**src/hw/rtl/tnf_pkg.sv**
```systemverilog
// Package for the telnet NVT byte filter: byte codes, option flag positions,
// the per-step result struct and the option lookup. No dependencies.
`default_nettype none

package tnf_pkg;

  localparam logic [7:0] BYTE_IAC  = 8'hFF;
  localparam logic [7:0] BYTE_CR   = 8'h0D;
  localparam logic [7:0] BYTE_LF   = 8'h0A;
  localparam logic [7:0] CMD_WILL  = 8'd251;
  localparam logic [7:0] CMD_DONT  = 8'd254;

  localparam logic [7:0] OPT_BINARY = 8'd0;
  localparam logic [7:0] OPT_SGA    = 8'd3;
  localparam logic [7:0] OPT_TTYPE  = 8'd24;
  localparam logic [7:0] OPT_TSPEED = 8'd32;
  localparam logic [7:0] OPT_XDISP  = 8'd35;
  localparam logic [7:0] OPT_NEWENV = 8'd39;

  localparam int unsigned F_CBIN   = 0;
  localparam int unsigned F_TTYPE  = 1;
  localparam int unsigned F_TSPEED = 2;
  localparam int unsigned F_XDISP  = 3;
  localparam int unsigned F_NEWENV = 4;
  localparam int unsigned F_CSGA   = 5;
  localparam int unsigned F_SBIN   = 6;
  localparam int unsigned F_SSGA   = 7;

  localparam logic DIR_RX = 1'b0;
  localparam logic DIR_TX = 1'b1;

  typedef struct packed {
    logic [7:0] out_byte;
    logic       out_dir;
    logic       last;
    logic [7:0] option_flags;
  } tnf_res_t;

  typedef struct packed {
    logic [1:0] count;
    tnf_res_t   first;
    tnf_res_t   second;
  } tnf_step_t;

  // flag for options handled on the client will/wont path, zero otherwise
  function automatic logic [7:0] client_flag(logic [7:0] opt);
    logic [7:0] f;
    f = 8'h00;
    unique case (opt)
      OPT_BINARY: f[F_CBIN]   = 1'b1;
      OPT_TTYPE:  f[F_TTYPE]  = 1'b1;
      OPT_TSPEED: f[F_TSPEED] = 1'b1;
      OPT_XDISP:  f[F_XDISP]  = 1'b1;
      OPT_NEWENV: f[F_NEWENV] = 1'b1;
      default:    f = 8'h00;
    endcase
    return f;
  endfunction

endpackage

`default_nettype wire

```
**src/hw/rtl/tnf_if.sv**
```systemverilog
// Valid/ready channel interfaces for the telnet NVT byte filter.
// Input channel carries op and data_byte; output channel carries a result byte.
`default_nettype none

interface tnf_in_if;
  logic       valid;
  logic       ready;
  logic       op;
  logic [7:0] data_byte;

  modport source (output valid, output op, output data_byte, input ready);
  modport sink   (input valid, input op, input data_byte, output ready);
endinterface

interface tnf_out_if;
  logic       valid;
  logic       ready;
  logic [7:0] out_byte;
  logic       out_dir;
  logic       last;
  logic [7:0] option_flags;

  modport source (output valid, output out_byte, output out_dir, output last,
                  output option_flags, input ready);
  modport sink   (input valid, input out_byte, input out_dir, input last,
                  input option_flags, output ready);
endinterface

`default_nettype wire

```
**src/hw/rtl/tnf_parser.sv**
```systemverilog
// Receive IAC parser, option flag state and transmit line discipline.
// Produces up to two results per accepted transaction. Depends on tnf_pkg.
`default_nettype none

module tnf_parser (
  input  wire logic              clk_i,
  input  wire logic              rst_ni,
  input  wire logic              accept_i,
  input  wire logic              op_i,
  input  wire logic [7:0]        data_byte_i,
  input  wire logic              line_disc_i,
  output tnf_pkg::tnf_step_t     step_o
);
  import tnf_pkg::*;

  typedef enum logic [1:0] {
    PH_DATA = 2'd0,
    PH_IAC  = 2'd1,
    PH_OPT  = 2'd2,
    PH_SKIP = 2'd3
  } rx_phase_e;

  typedef enum logic [1:0] {
    C_WILL = 2'd0,
    C_WONT = 2'd1,
    C_DO   = 2'd2,
    C_DONT = 2'd3
  } cmd_e;

  rx_phase_e  phase_q, phase_d;
  cmd_e       cmd_q, cmd_d;
  logic [7:0] flags_q, flags_d;

  function automatic logic [7:0] apply_option(cmd_e cmd, logic [7:0] opt,
                                              logic [7:0] fl);
    logic [7:0] f;
    logic [7:0] cf_nobin;
    f = fl;
    cf_nobin = (opt == OPT_BINARY) ? 8'h00 : client_flag(opt);
    unique case (cmd)
      C_WILL: begin
        if (opt == OPT_SGA) f[F_CSGA] = 1'b1;
        else f = f | client_flag(opt);
      end
      C_WONT: f = f & ~client_flag(opt);
      C_DO: begin
        if (opt == OPT_BINARY) f[F_SBIN] = 1'b1;
        else if (opt == OPT_SGA) begin
          f[F_SSGA] = 1'b1;
          f[F_CSGA] = 1'b1;
        end else f = f & ~cf_nobin;
      end
      C_DONT: begin
        if (opt == OPT_BINARY) f[F_SBIN] = 1'b0;
        else f = f & ~cf_nobin;
      end
      default: f = fl;
    endcase
    return f;
  endfunction

  always_comb begin
    phase_d = phase_q;
    cmd_d   = cmd_q;
    flags_d = flags_q;
    step_o.count           = 2'd0;
    step_o.first.out_byte  = data_byte_i;
    step_o.second.out_byte = data_byte_i;
    if (op_i) begin
      step_o.count = 2'd1;
      if (line_disc_i && data_byte_i == BYTE_IAC) begin
        step_o.count           = 2'd2;
        step_o.first.out_byte  = BYTE_IAC;
        step_o.second.out_byte = BYTE_IAC;
      end else if (line_disc_i && data_byte_i == BYTE_LF && !flags_q[F_SBIN]) begin
        step_o.count           = 2'd2;
        step_o.first.out_byte  = BYTE_CR;
        step_o.second.out_byte = BYTE_LF;
      end
    end else begin
      unique case (phase_q)
        PH_DATA: begin
          if (data_byte_i == BYTE_IAC) phase_d = PH_IAC;
          else step_o.count = 2'd1;
        end
        PH_IAC: begin
          if (data_byte_i == BYTE_IAC) begin
            phase_d      = PH_DATA;
            step_o.count = 2'd1;
          end else if (data_byte_i >= CMD_WILL && data_byte_i <= CMD_DONT) begin
            cmd_d   = cmd_e'(data_byte_i[1:0] + 2'd1);
            phase_d = PH_OPT;
          end else begin
            phase_d = PH_SKIP;
          end
        end
        PH_OPT: begin
          flags_d = apply_option(cmd_q, data_byte_i, flags_q);
          phase_d = PH_DATA;
        end
        PH_SKIP: phase_d = PH_DATA;
        default: phase_d = PH_DATA;
      endcase
    end
    step_o.first.out_dir       = op_i ? DIR_TX : DIR_RX;
    step_o.second.out_dir      = op_i ? DIR_TX : DIR_RX;
    step_o.first.last          = (step_o.count == 2'd1);
    step_o.second.last         = 1'b1;
    step_o.first.option_flags  = flags_d;
    step_o.second.option_flags = flags_d;
  end

  always_ff @(posedge clk_i or negedge rst_ni) begin
    if (!rst_ni) begin
      phase_q <= PH_DATA;
      cmd_q   <= C_WILL;
      flags_q <= 8'h00;
    end else if (accept_i) begin
      phase_q <= phase_d;
      cmd_q   <= cmd_d;
      flags_q <= flags_d;
    end
  end

endmodule

`default_nettype wire

```
**src/hw/rtl/telnet_nvt_byte_filter_core.sv**
```systemverilog
// Telnet NVT byte filter top level: config register, parser, output stage.
// Depends on tnf_pkg, tnf_if and tnf_parser.
// A result is registered and valid in the cycle after its input is accepted.
// Throughput: one byte per cycle while the output is ready; a byte that
// expands to two stalls the input until the hold register has drained.
// Reset: parser idle, option flags clear, line discipline on, output empty.
`default_nettype none

module telnet_nvt_byte_filter_core (
  input  wire logic clk_i,
  input  wire logic rst_ni,
  input  wire logic cfg_we_i,
  input  wire logic cfg_wdata_i,
  tnf_in_if.sink    in_i,
  tnf_out_if.source out_o
);
  import tnf_pkg::*;

  logic      ld_q;
  logic      accept;
  logic      take;
  tnf_step_t step;

  logic      out_vld_q, out_vld_d;
  logic      hold_vld_q, hold_vld_d;
  tnf_res_t  out_q, out_d;
  tnf_res_t  hold_q, hold_d;

  always_ff @(posedge clk_i or negedge rst_ni) begin
    if (!rst_ni) begin
      ld_q <= 1'b1;
    end else if (cfg_we_i) begin
      ld_q <= cfg_wdata_i;
    end
  end

  assign take       = out_vld_q & out_o.ready;
  assign in_i.ready = !hold_vld_q && (!out_vld_q || out_o.ready);
  assign accept     = in_i.valid & in_i.ready;

  tnf_parser u_parser (
    .clk_i       (clk_i),
    .rst_ni      (rst_ni),
    .accept_i    (accept),
    .op_i        (in_i.op),
    .data_byte_i (in_i.data_byte),
    .line_disc_i (ld_q),
    .step_o      (step)
  );

  always_comb begin
    out_vld_d  = out_vld_q & ~take;
    hold_vld_d = hold_vld_q;
    out_d      = out_q;
    hold_d     = hold_q;
    if (hold_vld_q && take) begin
      out_vld_d  = 1'b1;
      out_d      = hold_q;
      hold_vld_d = 1'b0;
    end else if (accept && step.count != 2'd0) begin
      out_vld_d = 1'b1;
      out_d     = step.first;
      if (step.count == 2'd2) begin
        hold_vld_d = 1'b1;
        hold_d     = step.second;
      end
    end
  end

  always_ff @(posedge clk_i or negedge rst_ni) begin
    if (!rst_ni) begin
      out_vld_q  <= 1'b0;
      hold_vld_q <= 1'b0;
    end else begin
      out_vld_q  <= out_vld_d;
      hold_vld_q <= hold_vld_d;
    end
  end

  always_ff @(posedge clk_i) begin
    out_q  <= out_d;
    hold_q <= hold_d;
  end

  assign out_o.valid        = out_vld_q;
  assign out_o.out_byte     = out_q.out_byte;
  assign out_o.out_dir      = out_q.out_dir;
  assign out_o.last         = out_q.last;
  assign out_o.option_flags = out_q.option_flags;

endmodule

`default_nettype wire
```
**src/flat_wrapper.sv**
```systemverilog
// flat-port wrapper written by rule: the top's interface ports become plain ports
module telnet_nvt_byte_filter_core_flat import tnf_pkg::*;
  (clk_i, rst_ni, cfg_we_i, cfg_wdata_i, in_i_valid, in_i_op, in_i_data_byte, in_i_ready, out_o_valid, out_o_out_byte, out_o_out_dir, out_o_last, out_o_option_flags, out_o_ready);
  tnf_in_if in_i_i ();
  tnf_out_if out_o_i ();
  input  wire logic clk_i;
  input  wire logic rst_ni;
  input  wire logic cfg_we_i;
  input  wire logic cfg_wdata_i;
  input wire logic [$bits(in_i_i.valid)-1:0] in_i_valid;
  input wire logic [$bits(in_i_i.op)-1:0] in_i_op;
  input wire logic [$bits(in_i_i.data_byte)-1:0] in_i_data_byte;
  output wire logic [$bits(in_i_i.ready)-1:0] in_i_ready;
  output wire logic [$bits(out_o_i.valid)-1:0] out_o_valid;
  output wire logic [$bits(out_o_i.out_byte)-1:0] out_o_out_byte;
  output wire logic [$bits(out_o_i.out_dir)-1:0] out_o_out_dir;
  output wire logic [$bits(out_o_i.last)-1:0] out_o_last;
  output wire logic [$bits(out_o_i.option_flags)-1:0] out_o_option_flags;
  input wire logic [$bits(out_o_i.ready)-1:0] out_o_ready;
  assign in_i_i.valid = in_i_valid;
  assign in_i_i.op = in_i_op;
  assign in_i_i.data_byte = in_i_data_byte;
  assign in_i_ready = in_i_i.ready;
  assign out_o_valid = out_o_i.valid;
  assign out_o_out_byte = out_o_i.out_byte;
  assign out_o_out_dir = out_o_i.out_dir;
  assign out_o_last = out_o_i.last;
  assign out_o_option_flags = out_o_i.option_flags;
  assign out_o_i.ready = out_o_ready;
  telnet_nvt_byte_filter_core u_core (.clk_i(clk_i), .rst_ni(rst_ni), .cfg_we_i(cfg_we_i), .cfg_wdata_i(cfg_wdata_i), .in_i(in_i_i), .out_o(out_o_i));
endmodule
```
**config.mk**
```make
export PLATFORM = sky130hd
export DESIGN_NAME = telnet_nvt_byte_filter_core_flat
export DESIGN_NICKNAME = d
export VERILOG_FILES = /design/src/hw/rtl/tnf_pkg.sv /design/src/hw/rtl/tnf_if.sv /design/src/hw/rtl/tnf_parser.sv /design/src/hw/rtl/telnet_nvt_byte_filter_core.sv /design/src/flat_wrapper.sv
export SDC_FILE = /design/constraint.sdc
export NUM_CORES = 1
export LEC_CHECK = 0
export BUFFER_PORTS_ARGS = -buffer_cell sky130_fd_sc_hd__buf_2
export CAP_MARGIN = 30
export CORE_MARGIN = 2
export CORE_UTILIZATION = 57
export CTS_CLUSTER_SIZE = 8
export DETAILED_ROUTE_END_ITERATION = 10
export PLACE_DENSITY = 0.86
export SYNTH_ARGS = -nofsm -noshare
export SYNTH_HDL_FRONTEND = slang
export SYNTH_HIERARCHICAL = 1
export SYNTH_SLANG_ARGS = --single-unit
```
**constraint.sdc**
```tcl
create_clock -name clk_i -period 5.05 [get_ports clk_i]
set_input_delay 1.01 -clock clk_i [delete_from_list [all_inputs] [get_ports clk_i]]
set_output_delay 1.01 -clock clk_i [all_outputs]
set_load 0.01 [all_outputs]
```
==> summary.txt <==
layout cells sized above 1 - 0.3767
die area - 5269 um^2
residual DRC count - 0
Synth Flop Type - edfxtp_1
Synth Net Count - 226
Total GRT Usage - 0.1992
largest net degree at the start of global routing - 19
commonest non-fill, non-tap cell in the layout - edfxtp_1
Synth cell types - 48
Ys Warns - 6
# hold bufs at CTS - 0
first-pass GRT wire length - 7928 um
setup bufs post-CTS - 0
critical path's slowest cell - nor4_1
Post-Syn Area - 2681 um^2
crit-path cells - buf_2 -> nor4_1 -> nand3_1 -> a21oi_1 -> a21oi_1 -> nand2b_1 -> nor4b_2 -> buf_4
final wirelength - 4926 um
# fillers - 344
Worst Setup End Kind - flip-flop
PD cells - 306.4 nW/um^2
Final Hold Fails - 0
DR vias - 1,681
cts bufs inserted - 5
syn_area_per_cell - 12.95 um^2
Post-DRT Antenna Nets - 0
fin worst setup slack - 1.787 ns
post-synthesis sequential area ratio - 0.5436
RSZ-0062 raised after global routing - false
crit-path max cell delay - 0.69 ns
Final Cell Area - 2868 um^2
Detail Placement HPWL - 3451 um
PortBufs - 34
kind of critical path - in2reg
clock net sink count - 51
CTS tree - done
global placement routability congestion - 0.8542
post-layout power - 878.6 uW
later-pin clock latency in the skew report - 0.31 ns
Reg clk slew, reported paths - 0.08 ns
H-tree Lvls - 2
Slew Viols, Final - 0
register area - 1458 um^2
placed cell area - 2758 um^2
Post-layout nets - 241
vias in the first global route - 1,610
CP required - 5.04 ns
Worst Hold Class - reg2reg
wire per inst - 17.91 um
final setup TNS - 0 ns
Max-slew headroom - 0.4835
drt first pass iters - 4
most frequent cells in the layout - edfxtp_1 (36), buf_2 (34), mux2_2 (15)
Worst EP arrival - 3.25 ns
post-CTS sizing - 0
diode count - 0
# rows - 24
Critical Path Most Common Cell - a21oi_1
GR Overflow Total - 0
status - complete, no violations
Leak - 1.154 nW
number of synthesized flops with an enable pin - 36
Syn-to-layout area delta - 6.953%
Setup WS pre-CTS - 1.493 ns
Tmin final - 3.263 ns
Die X - 72.59 um
VDD IR max - 159.7 uV
DRT iter0 DRCs - 151
Final Cycle Share - 0.6461
Setup crit start kind - input port
vias per std cell - 6.113
Initial Utilization - 0.6033
CTS Root Cell - clkbuf_8
Worst Tran Pin Value - 0.7677 ns
worst hold slack - 0.4618 ns
final setup violating endpoints - 0
total of max-cap violations - 0
height of the chip - 72.59 um
Yosys reg bits - 51
ys async rst share - 0.2941
initial antenna violation count - 0
multi-input logic area - 1020 um^2
Layout Skew - 0.01214 ns
crit path max fanout - 18
Core ar. - 4444 um^2
maximum root-to-sink buffer count - 2
fmax - 306.5 MHz
Syn Inst Count - 207
IO Pins - 35
## report_power, final
part	internal, mW	leakage [nW]	switching [mW]	total (mW)
clock	0.148	0.0514	0.130	0.278
combinational	0.0474	0.599	0.0630	0.110
sequential	0.473	0.504	0.0170	0.490
## area by class of cell
class                   instances  area share
clock buffers                   6     0.02531
clock inverters                 2     0.01309
inverters                       6    0.007853
multi-input cells             121      0.3556
flip-flops and latches         51      0.5083
well taps                      52     0.02269
repair buffers                 37     0.06719
## logic make-up (layout without fill, tap and decap cells)
family,after synthesis,count (layout),share of synthesized area
DFF,51,51,0.5436
other,1,1,0.001399
adders and majority gates,4,4,0.01867
AOI/OAI and AO/OA,31,31,0.07980
muxes,27,27,0.1265
and+or+nand+nor,58,58,0.1498
buffers and inverters,35,51,0.08026
## cell usage after synthesis (4+ instances only)
| library cell | n | area (um^2) |
|---|---|---|
| edfxtp_1 | 36 | 1081 |
| buf_4 | 18 | 135.1 |
| mux2_2 | 15 | 168.9 |
| dfrtp_1 | 14 | 350.3 |
| a21oi_1 | 10 | 50.05 |
| mux2_4 | 10 | 150.1 |
| nand2_1 | 9 | 33.78 |
| clkbuf_1 | 8 | 30.03 |
| a31oi_1 | 7 | 43.79 |
| nor2_1 | 7 | 26.28 |
| inv_1 | 6 | 22.52 |
| o21ai_0 | 5 | 25.02 |
| and3_1 | 4 | 25.02 |
| ha_1 | 4 | 50.05 |
| nor2b_1 | 4 | 25.02 |
| nor4_1 | 4 | 25.02 |
## critical path, delay by kind of cell
| family | cells | cell delay (ns) |
|---|---|---|
| compound gates | 2 | 0.56 |
| simple gates | 4 | 1.24 |
| buf+inv | 2 | 0.43 |
## worst paths after layout
kind | startpoint | to | depth (start not counted) | slack (ns)
setup / recovery | in_i_data_byte[7] | u_core/hold_q[4] | 8 | 1.79
hold / removal | u_core/u_parser/flags_q[7] | u_core/u_parser/flags_q[7] | 1 | 0.46
setup reg to reg | u_core/u_parser/phase_q[0] | u_core/out_o.option_flags[1] | 4 | 2.54
hold reg to reg | u_core/u_parser/flags_q[7] | u_core/u_parser/flags_q[7] | 1 | 0.46
max in group asynchronous | rst_ni | u_core/ld_q | 1 | 4.12
min in group asynchronous | rst_ni | u_core/out_o.valid | 1 | 0.61
## per-layer routing
| layer | wire length (um) | global-route usage | share of wire |
|---|---|---|---|
| met4 | 113 | 0.08848 | 0.023 |
| met1 | 2140 | 0.2731 | 0.43 |
| met3 | 266 | 0.03453 | 0.054 |
| met5 | 0 | 0 | 0 |
| met2 | 2406 | 0.3131 | 0.49 |
## stage by stage
stage                 util  instances
floorplan                -        207
global placement    0.6205        267
detailed placement  0.6205        267
CTS                 0.6453        275
global route        0.6453        275
finish              0.6453        275
## registers in the layout, summed over array words and instances, names as in the netlist
| name | cells |
|---|---|
| u_core/hold_q | 18 |
| u_core/out_o.option_flags | 8 |
| u_core/out_o.out_byte | 8 |
| u_core/u_parser/flags_q | 8 |
| u_core/u_parser/cmd_q | 2 |
| u_core/u_parser/phase_q | 2 |
| u_core/hold_vld_q | 1 |
| u_core/ld_q | 1 |
| u_core/out_o.last | 1 |
| u_core/out_o.out_dir | 1 |
| u_core/out_o.valid | 1 |
Power figures use the tool's default switching activity.
